File: src/pip_pkg.sv
// Shared types and constants for the point-in-polygon test block.
// No dependencies; imported by every module under src.
`default_nettype none

package pip_pkg;

   localparam int COORD_BITS   = 16;
   localparam int PT_BITS      = COORD_BITS + 2;
   localparam int DET_BITS     = (2 * COORD_BITS + 7 > 64) ? 64 : 2 * COORD_BITS + 7;
   localparam int RAY_MARGIN   = 10;
   localparam int MIN_VERTICES = 3;

   localparam logic [1:0] OP_CLEAR  = 2'd0;
   localparam logic [1:0] OP_APPEND = 2'd1;
   localparam logic [1:0] OP_QUERY  = 2'd2;

   typedef enum logic [1:0] {
      TURN_COLL = 2'd0,
      TURN_POS  = 2'd1,
      TURN_NEG  = 2'd2
   } turn_type;

   typedef struct packed {
      logic [1:0]                   op;
      logic signed [COORD_BITS-1:0] coord_x;
      logic signed [COORD_BITS-1:0] coord_y;
   } req_type;

   typedef struct packed {
      logic inside_res;
      logic decided_on_edge;
      logic too_few_vertices;
   } rsp_type;

   typedef struct packed {
      logic signed [PT_BITS-1:0] x;
      logic signed [PT_BITS-1:0] y;
   } pt_type;

   typedef struct packed {
      turn_type o1;
      turn_type o2;
      turn_type o3;
      turn_type o4;
      turn_type o5;
   } turns_type;

   typedef struct packed {
      logic crossed;
      logic collinear;
      logic on_edge;
   } verdict_type;

endpackage

`default_nettype wire

File: src/pip_edge_eval.sv
// Edge verdict: segment crossing from four turns plus box tests, and the
// collinear on-edge check. Depends on pip_pkg.
`default_nettype none

module pip_edge_eval (
   input  pip_pkg::pt_type      pt_a,
   input  pip_pkg::pt_type      pt_b,
   input  pip_pkg::pt_type      pt_p,
   input  pip_pkg::pt_type      pt_e,
   input  pip_pkg::turns_type   turns,
   output pip_pkg::verdict_type verdict
);
   import pip_pkg::*;

   function automatic logic in_box(input pt_type a, input pt_type q, input pt_type b);
      in_box = ($signed(q.x) <= $signed(a.x) || $signed(q.x) <= $signed(b.x)) &&
               ($signed(q.x) >= $signed(a.x) || $signed(q.x) >= $signed(b.x)) &&
               ($signed(q.y) <= $signed(a.y) || $signed(q.y) <= $signed(b.y)) &&
               ($signed(q.y) >= $signed(a.y) || $signed(q.y) >= $signed(b.y));
   endfunction

   logic general;

   assign general = (turns.o1 != turns.o2) && (turns.o3 != turns.o4);

   assign verdict.crossed = general ||
                            (turns.o1 == TURN_COLL && in_box(pt_a, pt_p, pt_b)) ||
                            (turns.o2 == TURN_COLL && in_box(pt_a, pt_e, pt_b)) ||
                            (turns.o3 == TURN_COLL && in_box(pt_p, pt_a, pt_e)) ||
                            (turns.o4 == TURN_COLL && in_box(pt_p, pt_b, pt_e));
   assign verdict.collinear = (turns.o5 == TURN_COLL);
   assign verdict.on_edge   = in_box(pt_a, pt_p, pt_b);

endmodule

`default_nettype wire

File: config.mk
export PLATFORM = sky130hd
export DESIGN_NAME = pip_edge_eval
export DESIGN_NICKNAME = d
export VERILOG_FILES = /design/src/pip_pkg.sv /design/src/pip_edge_eval.sv
export SDC_FILE = /design/constraint.sdc
export NUM_CORES = 1
export LEC_CHECK = 0
export ABC_AREA = 0
export BUFFER_PORTS_ARGS = -buffer_cell sky130_fd_sc_hd__buf_4
export CORE_MARGIN = 8
export CORE_UTILIZATION = 52
export DETAILED_ROUTE_END_ITERATION = 8
export PLACE_DENSITY = 0.91
export SETUP_SLACK_MARGIN = 0.05
export SYNTH_ARGS = -nofsm -noshare
export SYNTH_HDL_FRONTEND = slang
export SYNTH_SLANG_ARGS = --single-unit
File: constraint.sdc
create_clock -name vclk -period 2.7
set_input_delay 0.27 -clock vclk [all_inputs]
set_output_delay 0.27 -clock vclk [all_outputs]
set_load 0.05 [all_outputs]
==> results.cfg, run 1 <==
[run_status]
status = finished, violations left
violations = negative setup slack

[yosys]
syn-instance-count = 490
synthesis.nets = 788
yosysMostFrequentCell = ha_1
synth_area_per_cell_um2 = 7.65
synthAdderAreaFrac = 0.480
yosysSeqAreaShare = 0
synth_compound_area_frac = 0.209
ys_top_cells_by_count = 144 x ha_1, 88 x inv_1, 41 x a21oi_1, 29 x nand2_1, 27 x nand4_1
yosysTopAreaCell = ha_1
synthMuxAreaShare = 0.0130
syn-cell-area_mm2 = 0.00375
yosysTopAreaCellShare = 0.480
yosysUniqueCellTypes = 53
synth_top_family_by_area = adder cells
synthTopCellsByArea = ha_1 48%, inv_1 8.8%, a21oi_1 5.5%, nand4_1 4.5%, nand2_1 2.9%
synth_xor_area_frac = 0.0234
synth-simple-area-share = 0.186
yosysWarnings = 0

[placed_design]
routabilityCongestion = 0.979
io_buffers = 157
dpl_cell_area_mm2 = 0.00553
hpwl_mm = 12.5
dp.cells = 802

[timing]
finalHoldViolations = 0
fin_crit_ps = 2910
fin_tns_setup_ps = -209
min_period_over_period = 1.08
worst_pin_slew_ps = 604
slew-limit-headroom = 0.596
slew_viol_final = 0
setup_viol = 1
rsz0062_at_grt = yes
clock.fmax_mhz = 344
worst_slack_ps = -209

[route]
ant_nets = 0
wl_per_cell_um = 18.1
vias = 4692
wl_mm = 14.6
drtPass1Iterations = 5
drcViolationCount = 0
dr.first_iter.drc_count = 224
routed_via_density = 5.84

[finish]
final_cells = 804
multi_input_area_mm2 = 0.00372
syn_to_final_growth_pct = 54.8
drive_above_1_share = 0.372
fin_nets = 1005
n_antenna_cell = 0
finalInstanceArea_mm2 = 0.00581
clockBufferCount = 0
fillers = 487
seqCellArea_um2 = 0
seq_cell_count = 0

[floorplanning]
core.rowCount = 31
dieArea_mm2 = 0.0102
initial_core_util = 0.525
core_mm2 = 0.00714
io_pins = 157
fp.dieW_um = 101
die_h_um = 101

[power_and_ir_drop]
irDropWorstVdd_v = 0.000111
p_comb_frac = 1.000
leakagePower_uw = 0.00313
p_sw_uw = 538
switching_share = 0.499
p_seq_frac = 0
p_int_uw = 541
p_clk_frac = 0
power_density_mw_per_mm2 = 186

[setup_path]
required_ps = 2430
slowest_stage = a2111oi_4
max_stage_delay_ps = 430
arrival_ps = 2640
cpMostUsedCell = buf_6
crit_path_end_kind = output port
critPathKind = input port to output port
cp_cell_sequence = buf_4, inv_1, buf_6, ha_4, nor2_1, o211ai_1, a2111oi_4, o22ai_2, xnor2_1, a311oi_2, o2bb2ai_1, nand4_1, buf_6
worst-path-max-fanout = 2
worst_setup_path_start_kind = input port

[min_path]
worstHoldPathCells = 3
hold_start = turns[0]
min_to = verdict[1]
min_path_type = input port to output port

[global_routing]
grt_overflow_total = 0
grt_max_degree = 5
grt_pass1_vias = 4925
grt_pass1_wl_mm = 22.1
antenna_found_initial = 0
track_usage = 0.260

[job]
maxCapViolCount = 0

[clock_tree]
cts_hold_buf = 0
## power groups by stage
stage / registers (uW) / clock network [uW] / logic (uW)
after floorplan: 0 / 0 / 521
after global placement: 0 / 0 / 919
after detailed placement: 0 / 0 / 965
after CTS: 0 / 0 / 1010
after global routing: 0 / 0 / 1180
final: 0 / 0 / 1080
## worst max-delay path, delay by kind of cell
family / cells / cell delay [ps]
AO/OA/AOI/OAI: 5 / 1320
XOR/XNOR: 1 / 170
adder cells (fa/ha/maj): 1 / 150
buffers and inverters: 4 / 440
AND/OR/NAND/NOR: 2 / 290
## cells by family after synthesis
| group | count (synthesis) |
|---|---|
| buffers and inverters | 88 |
| XOR/XNOR | 10 |
| AND/OR/NAND/NOR | 126 |
| multiplexers | 4 |
| AO/OA/AOI/OAI | 118 |
| adder cells (fa/ha/maj) | 144 |
## layer usage
| metal | GRT usage | up-vias | wire (um) |
|---|---|---|---|
| met5 | 0 | - | 0 |
| met4 | 0.0481 | 0 | 415 |
| met3 | 0.0456 | 48 | 1030 |
| met2 | 0.498 | 207 | 7520 |
| met1 | 0.290 | 2176 | 5620 |
| li1 | - | 2261 | - |
## worst max path at each step
stage | from | to | slack, ps | cells after the start
after floorplan | pt_p[10] | verdict[2] | 50 | 10
after global placement | pt_e[15] | verdict[2] | -380 | 12
after detailed placement | pt_e[15] | verdict[2] | -450 | 12
after CTS | pt_p[14] | verdict[2] | -70 | 12
after global routing | pt_p[31] | verdict[2] | -320 | 13
final | pt_e[17] | verdict[2] | -210 | 13
## cells in the final DEF, fill, tap and decap left out, types with 3 or more instances in the layout
cell type and count:
buf_4 212, ha_1 134, inv_1 86, a21oi_1 37
nand2_1 29, nand4_1 27, nor2_1 16, nand3_1 14
a211oi_1 10, ha_4 10, xnor2_1 9, nor3_1 8
o21ai_0 7, o21ai_1 7, o211ai_1 6, nand2b_1 6
nor2b_1 4, nor3_2 4, a21oi_2 4, a211o_1 3
o31ai_1 3, and3_1 3, a21o_1 3, buf_6 3
## through the flow
stage,util,hold slack [ps],setup WS (ps),total power (uW)
4_1_cts,0.793,820,-70.1,1010
3_5_place_dp,0.775,821,-447,965
3_3_place_gp,0.775,819,-380,919
2_1_floorplan,-,711,54.1,521
5_1_grt,0.813,834,-323,1180
6_report,0.813,819,-209,1080
## cell type report
class,count,share of cell area
repair buffers,215,0.280
well taps,99,0.0213
multi-input cells,402,0.641
inverters,88,0.0573
## what timing repair did
action                                  4_1_cts  5_1_grt
cloned                                        0        0
hold endpoints to repair                      0        0
pin swaps                                    10       19
gates resized for setup                      19       25
endpoints found under the setup margin        2        2
buffers inserted                              0        2
Note: power is estimated with default switching activity, not from simulation.
==> run 2: changes to the inputs <==
- CORE_ASPECT_RATIO: default -> 1.1
==> run 2 against run 1 <==
Net effect: the flow still finishes with violations (negative setup slack); global-route usage rose by 2.3 points; clock-buffer cell count did not move; via count is 12% higher; critical path type unchanged; highest routed layer unchanged.
==> results.cfg, run 2 (synthesized netlist as in run 1, its figures left out) <==
[run_status]
status = finished, violations left
violations = negative setup slack

[placed_design]
io_buffers = 157
dp.cells = 780
routabilityCongestion = 0.954
hpwl_mm = 13.0

[route]
vias = 5235
wl_met1_mm = 5.88
wl_met2_mm = 9.04
routed.top_layer = met4
drtPass1Iterations = 5
ant_nets = 0
routed_via_density = 6.63
dr.first_iter.drc_count = 369
drcViolationCount = 0
wl_per_cell_um = 23.2
wl_mm = 18.3
wl_met3_mm = 1.69

[timing]
clock.fmax_mhz = 325
worst_slack_ps = -377
setup_viol = 2
fin_tns_setup_ps = -533
slew-limit-headroom = 0.624
min_period_over_period = 1.14
slew_viol_final = 0
worst_pin_slew_ps = 562
rsz0062_at_grt = yes
holdWs_ps = 820
fin_crit_ps = 3080
finalHoldViolations = 0

[power_and_ir_drop]
switching_share = 0.517
p_seq_frac = 0
p_sw_uw = 635
p_clk_frac = 0
p_int_uw = 593
irDropWorstVdd_v = 0.000250
p_comb_frac = 1.000
power_density_mw_per_mm2 = 203
leakagePower_uw = 0.00316

[setup_path]
arrival_ps = 2810
cp_cell_sequence = buf_4, inv_1, buf_4, ha_1, nand4_1, a211o_1, o2111a_2, o31ai_4, xnor2_2, nand3_1, o211ai_1, nand4_1, buf_6
max_stage_delay_ps = 360
worst_setup_path_start_kind = input port
crit_path_end_kind = output port
critPathKind = input port to output port
path_delay_family = compound AO/OA/AOI/OAI gates
worst-path-max-fanout = 3
required_ps = 2430
slowest_stage = ha_1
critPathBufInv = 4

[job]
maxCapViolCount = 0

[finish]
fin_nets = 1004
drive_above_1_share = 0.413
syn_to_final_growth_pct = 61.2
clockBufferCount = 0
final_common_cell = buf_4
layout_common_cells = 200 x buf_4, 124 x ha_1, 74 x inv_1, 36 x a21oi_1, 28 x nand2_1
fillers = 355
seq_cell_count = 0
seqCellArea_um2 = 0
multi_input_area_mm2 = 0.00393
final_cells = 789
n_antenna_cell = 0

[min_path]
hold_start = turns[0]
min_to = verdict[1]
min_path_type = input port to output port
worstHoldPathCells = 3

[global_routing]
grt_overflow_total = 0
grt_pass1_vias = 5331
grt_pass1_wl_mm = 24.7
track_usage = 0.283
antenna_found_initial = 0
grt_max_degree = 5

[floorplanning]
io_pins = 157
dieArea_mm2 = 0.0102
core_mm2 = 0.00701
initial_core_util = 0.535
core.rowCount = 32
die_h_um = 105
fp.dieW_um = 97.0

[clock_tree]
cts_hold_buf = 0
run 2: changes by cell type in the layout (fill, tap and decap cells not counted), moves of 5 or more:
cell	delta
inv_2	+7
inv_1	-12
buf_6	+11
ha_4	+10
inv_4	+5
buf_4	-12
ha_1	-10
run 2: power by group through the flow:
stage	logic, uW	registers (uW)	clock network (uW)
3_3_place_gp	912	0	0
2_1_floorplan	521	0	0
3_5_place_dp	962	0	0
5_1_grt	1300	0	0
6_report	1230	0	0
4_1_cts	1030	0	0
run 2: repair_timing:
| item | 4_1_cts | 5_1_grt |
|---|---|---|
| endpoints found under the hold margin | 0 | 0 |
| pin swaps | 17 | 29 |
| resized for setup | 40 | 55 |
| setup endpoints to repair | 2 | 2 |
| setup buffers | 2 | 7 |
run 2: how the worst max path moves through the flow:
stage | startpoint | endpoint | slack (ps) | cells past startpoint
6_report | pt_p[9] | verdict[2] | -380 | 13
5_1_grt | pt_p[9] | verdict[2] | -420 | 13
4_1_cts | pt_p[17] | verdict[2] | -40 | 12
3_5_place_dp | pt_e[17] | verdict[2] | -600 | 12
3_3_place_gp | pt_e[17] | verdict[2] | -620 | 12
2_1_floorplan | pt_p[10] | verdict[2] | 50 | 10
run 2: per-layer routing:
metal,vias up,GRT usage
li1,2266,-
met5,-,0
met1,2380,0.269
met3,181,0.0553
met4,0,0.175
met2,408,0.545
run 2: layout make-up:
class | instances | area share
multi-input cells | 402 | 0.651
well taps | 85 | 0.0176
repair buffers | 214 | 0.274
inverters | 88 | 0.0571
run 2: through the flow:
step | instance area [um^2] | worst slack (ps) | util | power (uW)
CTS | 5700 | -35.9 | 0.813 | 1030
global route | 6040 | -418 | 0.863 | 1300
finish | 6040 | -377 | 0.863 | 1230
global placement | 5450 | -623 | 0.778 | 912
detailed placement | 5450 | -597 | 0.778 | 962
floorplan | 3810 | 54.1 | - | 521
==> run 3: changes to the inputs <==
--- a/config.mk
+++ b/config.mk
@@ -7,9 +7,8 @@
 export LEC_CHECK = 0
-export ABC_AREA = 0
+export ABC_AREA = 1
 export BUFFER_PORTS_ARGS = -buffer_cell sky130_fd_sc_hd__buf_4
-export CORE_ASPECT_RATIO = 1.1
 export CORE_MARGIN = 8
-export CORE_UTILIZATION = 52
+export CORE_UTILIZATION = 53
 export DETAILED_ROUTE_END_ITERATION = 8
-export PLACE_DENSITY = 0.91
+export PLACE_DENSITY = 0.9
 export SETUP_SLACK_MARGIN = 0.05
==> constraint.sdc (replaced) <==
create_clock -name vclk -period 2.7
set_input_delay 0 -clock vclk [all_inputs]
set_output_delay 0 -clock vclk [all_outputs]
set_load 0.05 [all_outputs]
==> run 3 against run 2 <==
Net effect: the run now ends clean; synthesized cell count is 44% higher; final cell count is 22% higher; total power is 25% lower; flip-flop and latch count stayed put; sequential share of layout area stayed put; worst setup slack better by 930 ps; via count is 7.4% lower; final area is 9.0% lower; first-iteration DRC count is 60% lower; global-route usage is 5.8 points lower; combinational power is 25% lower; critical path type unchanged.
==> results.cfg, run 3 <==
[clock_tree]
cts_hold_buf = 0
postCtsSetupBuffers = 0
cts.repair.resized = 0

[timing]
worst_slack_ps = 557
clock.fmax_mhz = 467
finalHoldViolations = 0
rsz0062_at_grt = no
fin_tns_setup_ps = 0
worst_pin_slew_ps = 432
slew_viol_final = 0
slew-limit-headroom = 0.710
min_period_over_period = 0.794
fin_crit_ps = 2140
setup_viol = 0

[finish]
syn_to_final_growth_pct = 31.1
n_antenna_cell = 0
final_common_cell = nand2_1
finalInstanceArea_mm2 = 0.00550
seq_cell_count = 0
fin_nets = 1163
layout_common_cells = 204 x nand2_1, 157 x buf_4, 150 x inv_1, 144 x ha_1, 65 x nor2_1
clockBufferCount = 0
seqCellArea_um2 = 0
drive_above_1_share = 0.203

[setup_path]
required_ps = 2700
worst_setup_path_start_kind = input port
critPathKind = input port to output port
cpMostUsedCell = nand2_1
slowest_stage = nor3_1
worst-path-max-fanout = 5
setup.worst_path.start = pt_p[35]
cp_cell_sequence = buf_4, inv_1, ha_1, nand2_1, nor3_1, nand2_1, nand2_1, nand2_1, nand3_1, nor2_2, nor4_1, buf_4
arrival_ps = 2140
max_stage_delay_ps = 390
worstSetupEndpoint = verdict[0]
crit_path_end_kind = output port

[job]
maxCapViolCount = 0

[global_routing]
grt_pass1_vias = 5046
use_met1 = 0.255
grt_pass1_wl_mm = 21.8
grt_util_met3 = 0.0399
antenna_found_initial = 0
track_usage = 0.225
grt_overflow_total = 0
grt_max_degree = 6
grt_busiest_layer = met2
met2_usage = 0.430

[yosys]
syn-cell-area_mm2 = 0.00420
yosysSeqAreaShare = 0
synthAdderAreaFrac = 0.429
synth_top_family_by_area = adder cells
synth_area_per_cell_um2 = 5.94
synth_xor_area_frac = 0.00835
synthesis.nets = 1004
syn-instance-count = 706
synthMuxAreaShare = 0
yosysUniqueCellTypes = 24
yosysMostFrequentCell = nand2_1
yosysWarnings = 0
synth-simple-area-share = 0.335
synth_compound_area_frac = 0.0913
yosysTopAreaCellShare = 0.429
yosysTopAreaCell = ha_1
synthTopCellsByArea = ha_1 43%, nand2_1 18%, inv_1 13%, nor2_1 5.8%, a21oi_1 5.4%
ys_top_cells_by_count = 204 x nand2_1, 150 x inv_1, 144 x ha_1, 65 x nor2_1, 45 x a21oi_1

[floorplanning]
dieArea_mm2 = 0.0110
core.rowCount = 32
fp.dieW_um = 105
io_pins = 157
core_mm2 = 0.00769
initial_core_util = 0.546
die_h_um = 105

[power_and_ir_drop]
p_seq_frac = 0
switching_share = 0.546
p_comb_frac = 1.000
leakagePower_uw = 0.00354
p_sw_uw = 503
irDropWorstVdd_v = 0.000176
p_clk_frac = 0
power_density_mw_per_mm2 = 168
p_int_uw = 419

[route]
drcViolationCount = 0
drtPass1Iterations = 4
wl_per_cell_um = 13.5
wl_mm = 13.0
dr.first_iter.drc_count = 147
routed_via_density = 5.02
vias = 4846
ant_nets = 0

[placed_design]
hpwl_mm = 12.2
io_buffers = 157
pre_cts_slack_ps = 609
routabilityCongestion = 0.880
dpl_cell_area_mm2 = 0.00550

[min_path]
min_path_type = input port to output port

[run_status]
status = complete, no violations
[run 3: power groups by stage]
stage | clock network (uW) | logic (uW) | registers (uW)
final | 0 | 922 | 0
after global routing | 0 | 1050 | 0
after CTS | 0 | 918 | 0
after detailed placement | 0 | 912 | 0
after global placement | 0 | 874 | 0
after floorplan | 0 | 553 | 0
[run 3: through the flow]
step,power (uW),hold slack [ps],util,std cells
3_3_place_gp,874,279,0.716,965
4_1_cts,918,283,0.716,965
5_1_grt,1050,300,0.716,965
3_5_place_dp,912,283,0.716,965
6_report,922,281,0.716,965
2_1_floorplan,553,171,-,706
[run 3: metal layers]
metal	vias up	share of wire
met5	-	0
met2	143	0.49
met4	0	0.015
li1	2574	-
met1	2111	0.42
met3	18	0.070
[run 3: kinds of logic after synthesis]
family,after synthesis
AOI/OAI and AO/OA,69
xor gates and xnor gates,4
adders and majority gates,144
buffers and inverters,152
and+or+nand+nor,337
[run 3: how the worst min path moves through the flow]
| stage | startpoint | to | slack, ps | depth (start not counted) |
|---|---|---|---|---|
| global route | turns[0] | verdict[1] | 300 | 3 |
| finish | turns[0] | verdict[1] | 280 | 3 |
| detailed placement | turns[0] | verdict[1] | 280 | 3 |
| global placement | turns[0] | verdict[1] | 280 | 3 |
| CTS | turns[0] | verdict[1] | 280 | 3 |
| floorplan | turns[0] | verdict[1] | 170 | 1 |
[run 3: worst max-delay path: cells and delay by family]
kind | cells | cell delay, ps
adders and majority gates | 1 | 360
buffers and inverters | 3 | 410
and+or+nand+nor | 8 | 1360
[run 3: cell type report]
cell class | instances | area (um^2)
Multi-Input combinational cell | 554 | 3620
Fill cell | 671 | 2190
Timing Repair Buffer | 157 | 1180
Inverter | 152 | 571
Tap cell | 102 | 128
